--- config.mk ---
export PLATFORM = sky130hd
export DESIGN_NAME = priority_task_table
export DESIGN_NICKNAME = d
export VERILOG_FILES = /design/src/design/ptt_pkg.sv /design/src/design/ptt_front.sv /design/src/design/ptt_queue.sv /design/src/design/ptt_back.sv /design/src/design/priority_task_table.sv
export VERILOG_INCLUDE_DIRS = /design/src /design/src/design
export SDC_FILE = /design/constraint.sdc
export NUM_CORES = 1
export LEC_CHECK = 0
export ABC_CLOCK_PERIOD_IN_PS = 3750
export BUFFER_PORTS_ARGS = -buffer_cell sky130_fd_sc_hd__buf_2
export CAP_MARGIN = 15
export CORE_MARGIN = 10
export CORE_UTILIZATION = 30
export DETAILED_ROUTE_END_ITERATION = 7
export SYNTH_ARGS = -nofsm -noshare
export SYNTH_HDL_FRONTEND = slang
export SYNTH_HIERARCHICAL = 1
export SYNTH_SLANG_ARGS = --single-unit
--- constraint.sdc ---
create_clock -name clock -period 3.75 [get_ports clock]
set_input_delay 0.9375 -clock clock [delete_from_list [all_inputs] [get_ports clock]]
set_output_delay 0.9375 -clock clock [all_outputs]
set_load 0.1 [all_outputs]
--- src/design/priority_task_table_assert.svh ---
// Assertion macros for the priority task table.
// Needs nothing else; included by the top level, which checks its own logic.
`ifndef PRIORITY_TASK_TABLE_ASSERT_SVH
`define PRIORITY_TASK_TABLE_ASSERT_SVH

// same-cycle implication
`define PTT_ASSERT_NOW(label, clk, rst, ante, cons, msg) \
   label: assert property (@(posedge clk) disable iff (rst) (ante) |-> (cons)) \
      else $error(msg);

// next-cycle implication
`define PTT_ASSERT_NEXT(label, clk, rst, ante, cons, msg) \
   label: assert property (@(posedge clk) disable iff (rst) (ante) |=> (cons)) \
      else $error(msg);

`endif

--- src/design/ptt_pkg.sv ---
// Shared types, codes and sizes of the priority task table.
// No dependencies; imported by every module of the block.
package ptt_pkg;

   localparam int TABLE_SIZE   = 16;
   localparam int IDX_W        = $clog2(TABLE_SIZE);
   localparam int CNT_W        = $clog2(TABLE_SIZE + 1);
   localparam int ID_W         = 8;
   localparam int WORKER_W     = 8;
   localparam int PRIO_W       = 3;
   localparam int QUEUE_DEPTH  = 2;
   localparam int QUEUE_PTR_W  = $clog2(QUEUE_DEPTH);
   localparam int QUEUE_LVL_W  = $clog2(QUEUE_DEPTH + 1);

   localparam logic [PRIO_W-1:0] MIN_PRIORITY = PRIO_W'(1);
   localparam logic [PRIO_W-1:0] MAX_PRIORITY = PRIO_W'(5);

   typedef enum logic [1:0] {
      CMD_ADD      = 2'd0,
      CMD_ASSIGN   = 2'd1,
      CMD_COMPLETE = 2'd2,
      CMD_CANCEL   = 2'd3
   } cmd_type;

   typedef enum logic [2:0] {
      RS_OK        = 3'd0,
      RS_BAD_PRIO  = 3'd1,
      RS_FULL      = 3'd2,
      RS_NOT_FOUND = 3'd3,
      RS_BAD_STATE = 3'd4,
      RS_NONE      = 3'd5
   } rsp_status_type;

   typedef enum logic [1:0] {
      ST_PENDING   = 2'd0,
      ST_RUNNING   = 2'd1,
      ST_COMPLETED = 2'd2,
      ST_CANCELLED = 2'd3
   } entry_state_type;

   typedef struct packed {
      cmd_type             cmd;
      logic [PRIO_W-1:0]   priority_req;
      logic [ID_W-1:0]     task_id;
      logic [WORKER_W-1:0] worker;
   } req_type;

   typedef struct packed {
      rsp_status_type      status;
      logic [ID_W-1:0]     result_id;
      logic                cancel_notify;
      logic [WORKER_W-1:0] notify_worker;
   } rsp_type;

   // classified command handed from front to back
   typedef struct packed {
      cmd_type             cmd;
      logic                prio_ok;
      logic                id_zero;
      logic [PRIO_W-1:0]   priority_req;
      logic [ID_W-1:0]     task_id;
      logic [WORKER_W-1:0] worker;
   } op_type;

   typedef struct packed {
      logic full;
      logic empty;
   } queue_status_type;

   typedef struct packed {
      logic [PRIO_W-1:0]   prio;
      entry_state_type     state;
      logic [WORKER_W-1:0] owner;
   } entry_type;

endpackage

--- src/design/ptt_front.sv ---
// Front end of the priority task table: accepts command words and classifies them.
// Depends on ptt_pkg; feeds the command queue.
module ptt_front import ptt_pkg::*; (
   input  logic    clock,
   input  logic    reset,
   input  logic    req_valid,
   output logic    req_ready,
   input  req_type req_data,
   input  logic    q_full,
   output logic    q_push,
   output op_type  q_push_data
);

   logic   stage_valid_ff, stage_valid_in;
   op_type stage_ff, stage_in;
   logic   accept;

   assign q_push      = stage_valid_ff && !q_full;
   assign q_push_data = stage_ff;
   assign req_ready   = !stage_valid_ff || !q_full;
   assign accept      = req_valid && req_ready;

   always_comb begin
      stage_valid_in = stage_valid_ff;
      stage_in       = stage_ff;
      if (q_push) begin
         stage_valid_in = 1'b0;
      end
      if (accept) begin
         stage_valid_in        = 1'b1;
         stage_in.cmd          = req_data.cmd;
         stage_in.prio_ok      = (req_data.priority_req >= MIN_PRIORITY) &&
                                 (req_data.priority_req <= MAX_PRIORITY);
         stage_in.id_zero      = (req_data.task_id == '0);
         stage_in.priority_req = req_data.priority_req;
         stage_in.task_id      = req_data.task_id;
         stage_in.worker       = req_data.worker;
      end
   end

   always_ff @(posedge clock) begin
      if (reset) begin
         stage_valid_ff <= 1'b0;
      end else begin
         stage_valid_ff <= stage_valid_in;
      end
      stage_ff <= stage_in;
   end

endmodule

--- src/design/ptt_queue.sv ---
// Short command queue between the front and back of the priority task table.
// Depends on ptt_pkg for the queue depth and the command type.
module ptt_queue import ptt_pkg::*; (
   input  logic             clock,
   input  logic             reset,
   input  logic             push,
   input  op_type           push_data,
   input  logic             pop,
   output op_type           pop_data,
   output queue_status_type status
);

   op_type                 slot_ff [QUEUE_DEPTH];
   logic [QUEUE_PTR_W-1:0] wr_ptr_ff, wr_ptr_in;
   logic [QUEUE_PTR_W-1:0] rd_ptr_ff, rd_ptr_in;
   logic [QUEUE_LVL_W-1:0] level_ff, level_in;

   assign status.full  = (level_ff == QUEUE_LVL_W'(QUEUE_DEPTH));
   assign status.empty = (level_ff == '0);
   assign pop_data     = slot_ff[rd_ptr_ff];

   always_comb begin
      wr_ptr_in = wr_ptr_ff;
      rd_ptr_in = rd_ptr_ff;
      level_in  = level_ff;
      if (push) begin
         wr_ptr_in = (wr_ptr_ff == QUEUE_PTR_W'(QUEUE_DEPTH - 1)) ? '0 :
                     wr_ptr_ff + QUEUE_PTR_W'(1);
      end
      if (pop) begin
         rd_ptr_in = (rd_ptr_ff == QUEUE_PTR_W'(QUEUE_DEPTH - 1)) ? '0 :
                     rd_ptr_ff + QUEUE_PTR_W'(1);
      end
      case ({push, pop})
         2'b10:   level_in = level_ff + QUEUE_LVL_W'(1);
         2'b01:   level_in = level_ff - QUEUE_LVL_W'(1);
         default: level_in = level_ff;
      endcase
   end

   always_ff @(posedge clock) begin
      if (reset) begin
         wr_ptr_ff <= '0;
         rd_ptr_ff <= '0;
         level_ff  <= '0;
      end else begin
         wr_ptr_ff <= wr_ptr_in;
         rd_ptr_ff <= rd_ptr_in;
         level_ff  <= level_in;
      end
      if (push) begin
         slot_ff[wr_ptr_ff] <= push_data;
      end
   end

endmodule

--- src/design/ptt_back.sv ---
// Back end of the priority task table: holds the task entries, runs each command
// and registers its result word. Depends on ptt_pkg; pops the command queue.
module ptt_back import ptt_pkg::*; (
   input  logic             clock,
   input  logic             reset,
   input  queue_status_type q_status,
   input  op_type           q_data,
   output logic             q_pop,
   output logic             rsp_valid,
   input  logic             rsp_ready,
   output rsp_type          rsp_data
);

   typedef enum logic [1:0] {
      S_IDLE,
      S_LOOKUP,
      S_SCAN
   } state_type;

   entry_type entry_mem [TABLE_SIZE];

   state_type         state_ff, state_in;
   op_type            op_ff, op_in;
   logic [CNT_W-1:0]  count_ff, count_in;
   logic [PRIO_W-1:0] best_prio_ff, best_prio_in;
   logic [IDX_W-1:0]  best_slot_ff, best_slot_in;
   logic              found_ff, found_in;
   logic              rsp_valid_ff, rsp_valid_in;
   rsp_type           rsp_data_ff, rsp_data_in;
   entry_type         rd_data_ff;
   logic [IDX_W-1:0]  rd_slot_ff;

   logic [IDX_W-1:0]  rd_addr;
   logic              wr_en;
   logic [IDX_W-1:0]  wr_addr;
   entry_type         wr_data;
   logic              better;
   logic              last;
   logic [PRIO_W-1:0] nb_prio;
   logic [IDX_W-1:0]  nb_slot;
   logic              nb_found;

   function automatic rsp_type make_rsp(rsp_status_type st, logic [ID_W-1:0] rid,
                                        logic note, logic [WORKER_W-1:0] wkr);
      rsp_type r;
      r.status        = st;
      r.result_id     = rid;
      r.cancel_notify = note;
      r.notify_worker = wkr;
      return r;
   endfunction

   assign rsp_valid = rsp_valid_ff;
   assign rsp_data  = rsp_data_ff;

   assign better   = (rd_data_ff.state == ST_PENDING) && (rd_data_ff.prio > best_prio_ff);
   assign nb_prio  = better ? rd_data_ff.prio : best_prio_ff;
   assign nb_slot  = better ? rd_slot_ff : best_slot_ff;
   assign nb_found = found_ff || better;
   assign last     = (CNT_W'(rd_slot_ff) + CNT_W'(1)) == count_ff;

   always_comb begin
      state_in     = state_ff;
      op_in        = op_ff;
      count_in     = count_ff;
      best_prio_in = best_prio_ff;
      best_slot_in = best_slot_ff;
      found_in     = found_ff;
      rsp_valid_in = rsp_valid_ff && !rsp_ready;
      rsp_data_in  = rsp_data_ff;
      rd_addr      = '0;
      wr_en        = 1'b0;
      wr_addr      = '0;
      wr_data      = '0;
      q_pop        = 1'b0;
      unique case (state_ff)
         S_IDLE: begin
            if (!q_status.empty && !rsp_valid_ff) begin
               q_pop = 1'b1;
               op_in = q_data;
               unique case (q_data.cmd)
                  CMD_ADD: begin
                     rsp_valid_in = 1'b1;
                     if (!q_data.prio_ok) begin
                        rsp_data_in = make_rsp(RS_BAD_PRIO, '0, 1'b0, '0);
                     end else if (count_ff == CNT_W'(TABLE_SIZE)) begin
                        rsp_data_in = make_rsp(RS_FULL, '0, 1'b0, '0);
                     end else begin
                        wr_en         = 1'b1;
                        wr_addr       = IDX_W'(count_ff);
                        wr_data.prio  = q_data.priority_req;
                        wr_data.state = ST_PENDING;
                        wr_data.owner = '0;
                        count_in      = count_ff + CNT_W'(1);
                        rsp_data_in   = make_rsp(RS_OK, ID_W'(count_ff) + ID_W'(1),
                                                 1'b0, '0);
                     end
                  end
                  CMD_ASSIGN: begin
                     if (count_ff == '0) begin
                        rsp_valid_in = 1'b1;
                        rsp_data_in  = make_rsp(RS_NONE, '0, 1'b0, '0);
                     end else begin
                        rd_addr      = '0;
                        best_prio_in = '0;
                        best_slot_in = '0;
                        found_in     = 1'b0;
                        state_in     = S_SCAN;
                     end
                  end
                  CMD_COMPLETE, CMD_CANCEL: begin
                     if (q_data.id_zero || (q_data.task_id > ID_W'(count_ff))) begin
                        rsp_valid_in = 1'b1;
                        rsp_data_in  = make_rsp(RS_NOT_FOUND, '0, 1'b0, '0);
                     end else begin
                        rd_addr  = IDX_W'(q_data.task_id - ID_W'(1));
                        state_in = S_LOOKUP;
                     end
                  end
                  default: begin
                     state_in = S_IDLE;
                  end
               endcase
            end
         end
         S_LOOKUP: begin
            rsp_valid_in  = 1'b1;
            state_in      = S_IDLE;
            wr_addr       = rd_slot_ff;
            wr_data.prio  = rd_data_ff.prio;
            wr_data.owner = '0;
            if (op_ff.cmd == CMD_COMPLETE) begin
               wr_data.state = ST_COMPLETED;
               if ((rd_data_ff.state == ST_RUNNING) &&
                   (rd_data_ff.owner == op_ff.worker)) begin
                  wr_en       = 1'b1;
                  rsp_data_in = make_rsp(RS_OK, '0, 1'b0, '0);
               end else begin
                  rsp_data_in = make_rsp(RS_BAD_STATE, '0, 1'b0, '0);
               end
            end else begin
               wr_data.state = ST_CANCELLED;
               if ((rd_data_ff.state == ST_PENDING) || (rd_data_ff.state == ST_RUNNING)) begin
                  wr_en = 1'b1;
                  if ((rd_data_ff.state == ST_RUNNING) && (rd_data_ff.owner != '0)) begin
                     rsp_data_in = make_rsp(RS_OK, '0, 1'b1, rd_data_ff.owner);
                  end else begin
                     rsp_data_in = make_rsp(RS_OK, '0, 1'b0, '0);
                  end
               end else begin
                  rsp_data_in = make_rsp(RS_BAD_STATE, '0, 1'b0, '0);
               end
            end
         end
         S_SCAN: begin
            best_prio_in = nb_prio;
            best_slot_in = nb_slot;
            found_in     = nb_found;
            if (last) begin
               state_in     = S_IDLE;
               rsp_valid_in = 1'b1;
               if (nb_found) begin
                  wr_en         = 1'b1;
                  wr_addr       = nb_slot;
                  wr_data.prio  = nb_prio;
                  wr_data.state = ST_RUNNING;
                  wr_data.owner = op_ff.worker;
                  rsp_data_in   = make_rsp(RS_OK, ID_W'(nb_slot) + ID_W'(1), 1'b0, '0);
               end else begin
                  rsp_data_in = make_rsp(RS_NONE, '0, 1'b0, '0);
               end
            end else begin
               rd_addr = rd_slot_ff + IDX_W'(1);
            end
         end
         default: begin
            state_in = S_IDLE;
         end
      endcase
   end

   always_ff @(posedge clock) begin
      if (reset) begin
         state_ff     <= S_IDLE;
         count_ff     <= '0;
         rsp_valid_ff <= 1'b0;
      end else begin
         state_ff     <= state_in;
         count_ff     <= count_in;
         rsp_valid_ff <= rsp_valid_in;
      end
      op_ff        <= op_in;
      best_prio_ff <= best_prio_in;
      best_slot_ff <= best_slot_in;
      found_ff     <= found_in;
      rsp_data_ff  <= rsp_data_in;
   end

   always_ff @(posedge clock) begin
      if (wr_en) begin
         entry_mem[wr_addr] <= wr_data;
      end
      rd_data_ff <= entry_mem[rd_addr];
      rd_slot_ff <= rd_addr;
   end

endmodule

--- src/design/priority_task_table.sv ---
// Top level of the priority task table: front end, command queue and back end.
// Depends on ptt_pkg, ptt_front, ptt_queue, ptt_back and the assertion macros.
//
// Use: a command word enters on req_valid/req_ready (add, assign next, complete,
// cancel) and exactly one result word leaves on rsp_valid/rsp_ready for each,
// in order. The front registers and classifies the word, a two-word queue holds
// it until the back end, which owns the task entries, takes it.
// Path to rsp_valid: the front's stage register, then a queue slot, then the
// back end, which registers the result word at once for add and for any command
// answered without reading an entry, reads the entry first (state S_LOOKUP) for
// complete and cancel, and for assign next scans the tasks in the table (S_SCAN),
// reading one entry a cycle from the entry memory's single read port. The back
// end takes one word at a time and starts the next once the last result is taken.
// Reset empties the table and queue and drops any pending result; no clearing
// pass is needed. While rsp_ready is low the result word holds, the back end
// starts no new word, and the front keeps taking words until the queue and its
// own stage are full.
module priority_task_table import ptt_pkg::*; (
   input  logic    clock,
   input  logic    reset,
   input  logic    req_valid,
   output logic    req_ready,
   input  req_type req_data,
   output logic    rsp_valid,
   input  logic    rsp_ready,
   output rsp_type rsp_data
);

`include "priority_task_table_assert.svh"

   logic             q_push;
   op_type           q_push_data;
   logic             q_pop;
   op_type           q_pop_data;
   queue_status_type q_status;

   ptt_front u_front (
      .clock       (clock),
      .reset       (reset),
      .req_valid   (req_valid),
      .req_ready   (req_ready),
      .req_data    (req_data),
      .q_full      (q_status.full),
      .q_push      (q_push),
      .q_push_data (q_push_data)
   );

   ptt_queue u_queue (
      .clock     (clock),
      .reset     (reset),
      .push      (q_push),
      .push_data (q_push_data),
      .pop       (q_pop),
      .pop_data  (q_pop_data),
      .status    (q_status)
   );

   ptt_back u_back (
      .clock     (clock),
      .reset     (reset),
      .q_status  (q_status),
      .q_data    (q_pop_data),
      .q_pop     (q_pop),
      .rsp_valid (rsp_valid),
      .rsp_ready (rsp_ready),
      .rsp_data  (rsp_data)
   );

   `PTT_ASSERT_NOW(a_pop_needs_free_out, clock, reset, q_pop, !rsp_valid, "pop while result held")
   `PTT_ASSERT_NOW(a_pop_needs_word, clock, reset, q_pop, !q_status.empty, "pop from empty queue")
   `PTT_ASSERT_NOW(a_fail_no_id, clock, reset, rsp_valid && (rsp_data.status != RS_OK), (rsp_data.result_id == '0) && !rsp_data.cancel_notify, "failed word carries id or notify")
   `PTT_ASSERT_NEXT(a_push_lands, clock, reset, q_push && !q_pop, !q_status.empty, "pushed word lost")

endmodule

# ---- Word-level counts from Yosys, hierarchy flattened
# Memory sizes are Yosys's and may differ from the RTL's. A register that Yosys moved wholly into a read port is not among the register bits.
# Cells that the tools add are included.
dict set report totals {
  output_inout_bits 22
  reg_bits 78
  mem_bits_rw 254
  memories 2
  in_bits 25
}
dict set report classes {
  muxes 82
  order_cmp 4
  n_eq_ne 22
  n_reduce_logical 34
  n_bitwise 1
  n_addsub 10
}
# memory depth width read_ports rd_ports_with_merged_regs wr line
set memory_table {}
lappend memory_table {u_back.entry_mem 16 13 1 1 1 ptt_back.sv:20} ;# entry_type entry_mem [TABLE_SIZE];
lappend memory_table {u_queue.slot_ff 2 23 1 1 1 ptt_queue.sv:13} ;# op_type slot_ff [QUEUE_DEPTH];
# op count
set ops {}
lappend ops {{$mux 20} 9}
lappend ops {{$pmux 20 s3} 2}
lappend ops {{$mux 13} 6}
lappend ops {{$mux 4} 14}
lappend ops {{$pmux 13 s3} 1}
lappend ops {{$mux 1} 29}
lappend ops {{$mux 19} 1}
lappend ops {{$pmux 4 s2} 2}
lappend ops {{$reduce_and 5->1} 3}
lappend ops {{$eq 2x2->1 const B} 6}
lappend ops {{$mux 3} 4}
lappend ops {{$pmux 2 s2} 3}
lappend ops {{$pmux 4 s3} 1}
lappend ops {{$add 4x1->5 const B} 2}
lappend ops {{$mux 9} 1}
lappend ops {{$ne 3x3->1 const B} 3}
lappend ops {{$pmux 1 s3} 3}
lappend ops {{$eq 2x1->1 const B} 4}
lappend ops {{$eq 8x8->1} 1}
lappend ops {{$gt 8x5->1} 1}
lappend ops {{$logic_and 1x1->1} 8}
lappend ops {{$logic_not 2->1} 4}
lappend ops {{$logic_not 8->1} 1}
lappend ops {{$mux 2} 4}
lappend ops {{27 further kinds} 40}

# ---- Longest topological paths before layout
dict set report logic_depth {
  depth_word 8
  depth_mapped 15
  depth_no_buf 12
}

# ---- By module
# The synthesis kept the hierarchy.
# module cells_each n_inst area_each_um2
set modules_own_cells {}
lappend modules_own_cells {ptt_back 834 1 11487.3}
lappend modules_own_cells {ptt_queue 93 1 1855.5}
lappend modules_own_cells {ptt_front 34 1 764.5}

# ---- Least setup slack after synthesis
# No wires, ideal clock.
dict set report synth_path {
  path_kind {register to register}
  start {register (tool-made name)}
  end {register u_back.rsp_data_ff, in the netlist u_back/rsp_data[0] (enable)}
  path_slack_ns -0.265
  stages_incl_launch_ff 10
  arrival_time_ns 3.590
  required_ns 3.326
  n_path_buf 1
  path_cell_list {dfxtp_1 > buf_2 > mux2_2 > ha_1 > nor4b_1 > mux2i_1 > a21o_1 > a21boi_0 > nand2_1 > a221oi_1}
}
# element line
set synth_rtl {}
lappend synth_rtl {{end signal, assigned} ptt_back.sv:196} ;# rsp_data_ff <= rsp_data_in;
lappend synth_rtl {{end, declared} ptt_back.sv:29} ;# rsp_type rsp_data_ff, rsp_data_in;

==> qor.yml <==
outcome:
  outcome: "finished clean"
timing:
  hold_ws_ps: 443
  setup_total_negative_slack_ps: 0
  hold_viol: 0
  layout_min_cycle_time_ps: 3570
  fin_crit_sh_pct: 95.1
  setup_viol: 0
  final.setup_skew_ps: 33.2
  grt_setup_unrepaired: "false"
  timing.max_slew.rel_slack_pct: 24.2
  max_freq_mhz: 280
  final-max-slew-violation-count: 0
  worst-slew-pin-transition_ps: 1140
clock_tree:
  clkTransAtPathRegs_ps: 60
  tritoncts_num_sinks: 344
  cts.root.buffer_cell: "clkbuf_16"
  cts_max_level: 2
  cts-buffers-inserted: 37
  cts_tree: "built"
  clock_path_buffers: 3
  clock_latency_ps: 530
  cts-hold-fix-buffers: 0
logic_synthesis:
  most_instantiated_cells_after_synthesis: "313 x edfxtp_1, 79 x nand2_1, 60 x nor2_1"
  synth.lib_cells_used.distinct: 68
  post_synth.cell_area_avg_sq_um: 14.7
  edff_count_synth: 313
  fraction_of_synthesis_flops_using_an_asynchronous_set_or_reset_pin_pct: 0
  synth.yosys.warnings: 6
  syn_inst: 961
  synthDominantCellAreaShare_pct: 66.6
  dominant_cell_by_count_in_the_synthesized_netlist: "edfxtp_1"
  synth.yosys.seq_area_share_pct: 71.0
  netlist.top_cell.by_area: "edfxtp_1"
  synth_area_leaders: "edfxtp_1 67%, dfxtp_1 4.4%, mux2i_1 3.2%, nand2_1 2.1%, mux2_2 2.1%"
  synth_ff_type: "edfxtp_1"
  syn-cell-area_sq_mm: 0.0141
  postSynthRegisterBits: 344
global_routing:
  grtUsageTotal_pct: 11.9
  grt_start_max_net_pins: 31
  antenna_found_initial: 0
  number_of_global_route_vias_before_repair: 8613
  grt_overflow_total: 0
  grt_first_pass_wirelength_um: 52100
worst_setup_path:
  criticalPathCategory: "flop to flop"
  crit_path_start_kind: "flop"
  timing.critical_path.arrival_ps: 3970
  critPathRequiredTime_ps: 4160
  critPathMaxFanout: 7
  critical_path.endpoint_type: "flop"
power_and_ir_drop:
  power.net_switching_mw: 3.55
  vdd.ir_drop.worst_mv: 0.447
  switching_fraction_of_total_power_pct: 31.8
  cellLeakagePower_nw: 5.54
  pwr-share-comb_pct: 23.0
  power-per-cell-area_mw_per_mm2: 665
  seq_power_share_pct: 44.1
  clock_power_share_pct: 32.9
  p_int_mw: 7.62
floorplan:
  ioPinCount: 47
  die_area_sq_mm: 0.0561
  fp.dieW_um: 237
  initial_utilization_pct: 30.3
  core_area_sq_mm: 0.0466
  fp.dieH_um: 237
  rows: 79
drt:
  avgRoutedWirePerCell_um: 19.9
  route.detailed.drc: 0
  detailedRoute.firstIterationViolations: 591
  detailedRoute.firstPassIterationCount: 5
  ant_nets: 0
  dr_total_vias: 8499
  routed_wirelength_um: 34200
  via_per_inst: 4.94
cells_and_area:
  fin_util_pct: 36.0
  post_layout_instance_count_excluding_filler_cells: 1719
  multi_input_area_sq_mm: 0.00375
  drive_gt1_share_pct: 20.7
  area_growth_pct: 19.0
  antenna_cells: 0
  fillers: 4390
  finish.net_count: 1128
  final-seq-area_sq_mm: 0.0100
placed_design:
  place.gp.congestion: 0.903
  port_buffers: 44
  dpl.cell_count: 1652
  hpwlAfterDp_um: 22900
hold_path:
  timing.hold.worst.class: "flop to flop"
run:
  max_cap_violations: 0
## layout make-up
type / instances / area share (%)
clock buffer: 51 / 6.14
clock inverter: 15 / 1.20
inverter: 25 / 0.589
multi-input combinational: 547 / 22.4
sequential: 344 / 59.7
tap: 607 / 4.53
timing repair buffer: 130 / 5.49
## repair_timing
action                     in CTS  in global routing
resized for setup               1                  2
setup endpoints to repair      12                 12
cloned                          0                  0
pin swaps                       0                  1
buffers inserted                0                  0
## placed cells by master, fill, tap and decap left out, types with 10 or more instances in the layout
cell,n
dfxtp_1,31
edfxtp_1,313
nand4_1,20
nor2_1,59
inv_1,21
a32oi_1,17
mux2_2,26
buf_4,82
o21ai_0,36
buf_2,44
clkbuf_16,39
xnor2_1,22
clkbuf_1,10
a32o_1,16
ha_1,18
mux2i_1,45
a21oi_1,18
nor3_1,11
nand3_1,42
nand2_1,79
and2_1,19
## registers in the layout, summed over array words and instances (netlist names), named ones only
signal                  cells
u_back/entry_mem          208
u_queue/slot_ff            46
u_back/best_slot_ff         4
u_back/state_ff             2
u_back/found_ff             1
u_back/rsp_data            18
u_back/rd_data_ff          13
u_back/best_prio_ff         3
u_back/count_ff             5
u_front/q_push_data        23
u_queue/rd_ptr_ff           1
u_back/op_ff               10
u_queue/level_ff            2
u_front/stage_valid_ff      1
u_back/rsp_valid            1
u_queue/wr_ptr_ff           1
u_back/rd_slot_ff           4
## through the flow
stage / worst slack [ps] / instance area [sq um] / total power, mW
6_report: 185 / 16800 / 11.2
5_1_grt: 2.36 / 16800 / 11.6
4_1_cts: 130 / 16700 / 11.2
3_5_place_dp: -248 / 15500 / 7.57
3_3_place_gp: -142 / 15500 / 7.54
2_1_floorplan: 142 / 14100 / 6.80
## cell families after synthesis
logic type                 synth area share [%]
buffers and inverters                      2.59
other                                    0.0266
adders and majority gates                  1.60
DFF                                        71.0
AOI/OAI and AO/OA                          7.05
muxes                                      5.91
xor gates and xnor gates                   1.80
and+or+nand+nor                            10.0
## layer usage
metal / wire, um / track usage, % / up-vias
met5: 0 / 0 / -
met4: 983 / 4.03 / 0
met3: 2330 / 2.12 / 63
met2: 16300 / 19.7 / 289
met1: 14600 / 15.3 / 4203
li1: - / - / 3944
## critical path, stage by stage (launching register included)
cell	delay [ps]
dfxtp_1	330
mux2_2	340
ha_1	200
or4_4	540
a211oi_2	250
a21o_1	190
nand4_1	180
a221oi_2	830
buf_4	300
a32oi_1	70
and4b_1	220
## power groups by stage
stage | sequential (mW) | clock [mW] | combinational (mW)
CTS | 4.93 | 3.74 | 2.58
floorplan | 5.66 | 0 | 1.14
global placement | 5.00 | 0 | 2.54
finish | 4.92 | 3.67 | 2.57
detailed placement | 5.00 | 0 | 2.57
global route | 4.95 | 3.90 | 2.76
## worst paths after layout
| path | slack, ps | cells past startpoint | to | from |
|---|---|---|---|---|
| min reg2reg | 440 | 0 | u_queue/slot_ff[0][12]$_DFFE_PP_ | u_front/q_push_data[12]$_DFFE_PP_ |
| min | 440 | 0 | u_queue/slot_ff[0][12]$_DFFE_PP_ | u_front/q_push_data[12]$_DFFE_PP_ |
| max reg2reg | 180 | 10 | u_back/rd_data_ff[0]$_DFF_P_ | flop |
| max | 180 | 10 | u_back/rd_data_ff[0]$_DFF_P_ | flop |
(Power assumes the default switching activity.)
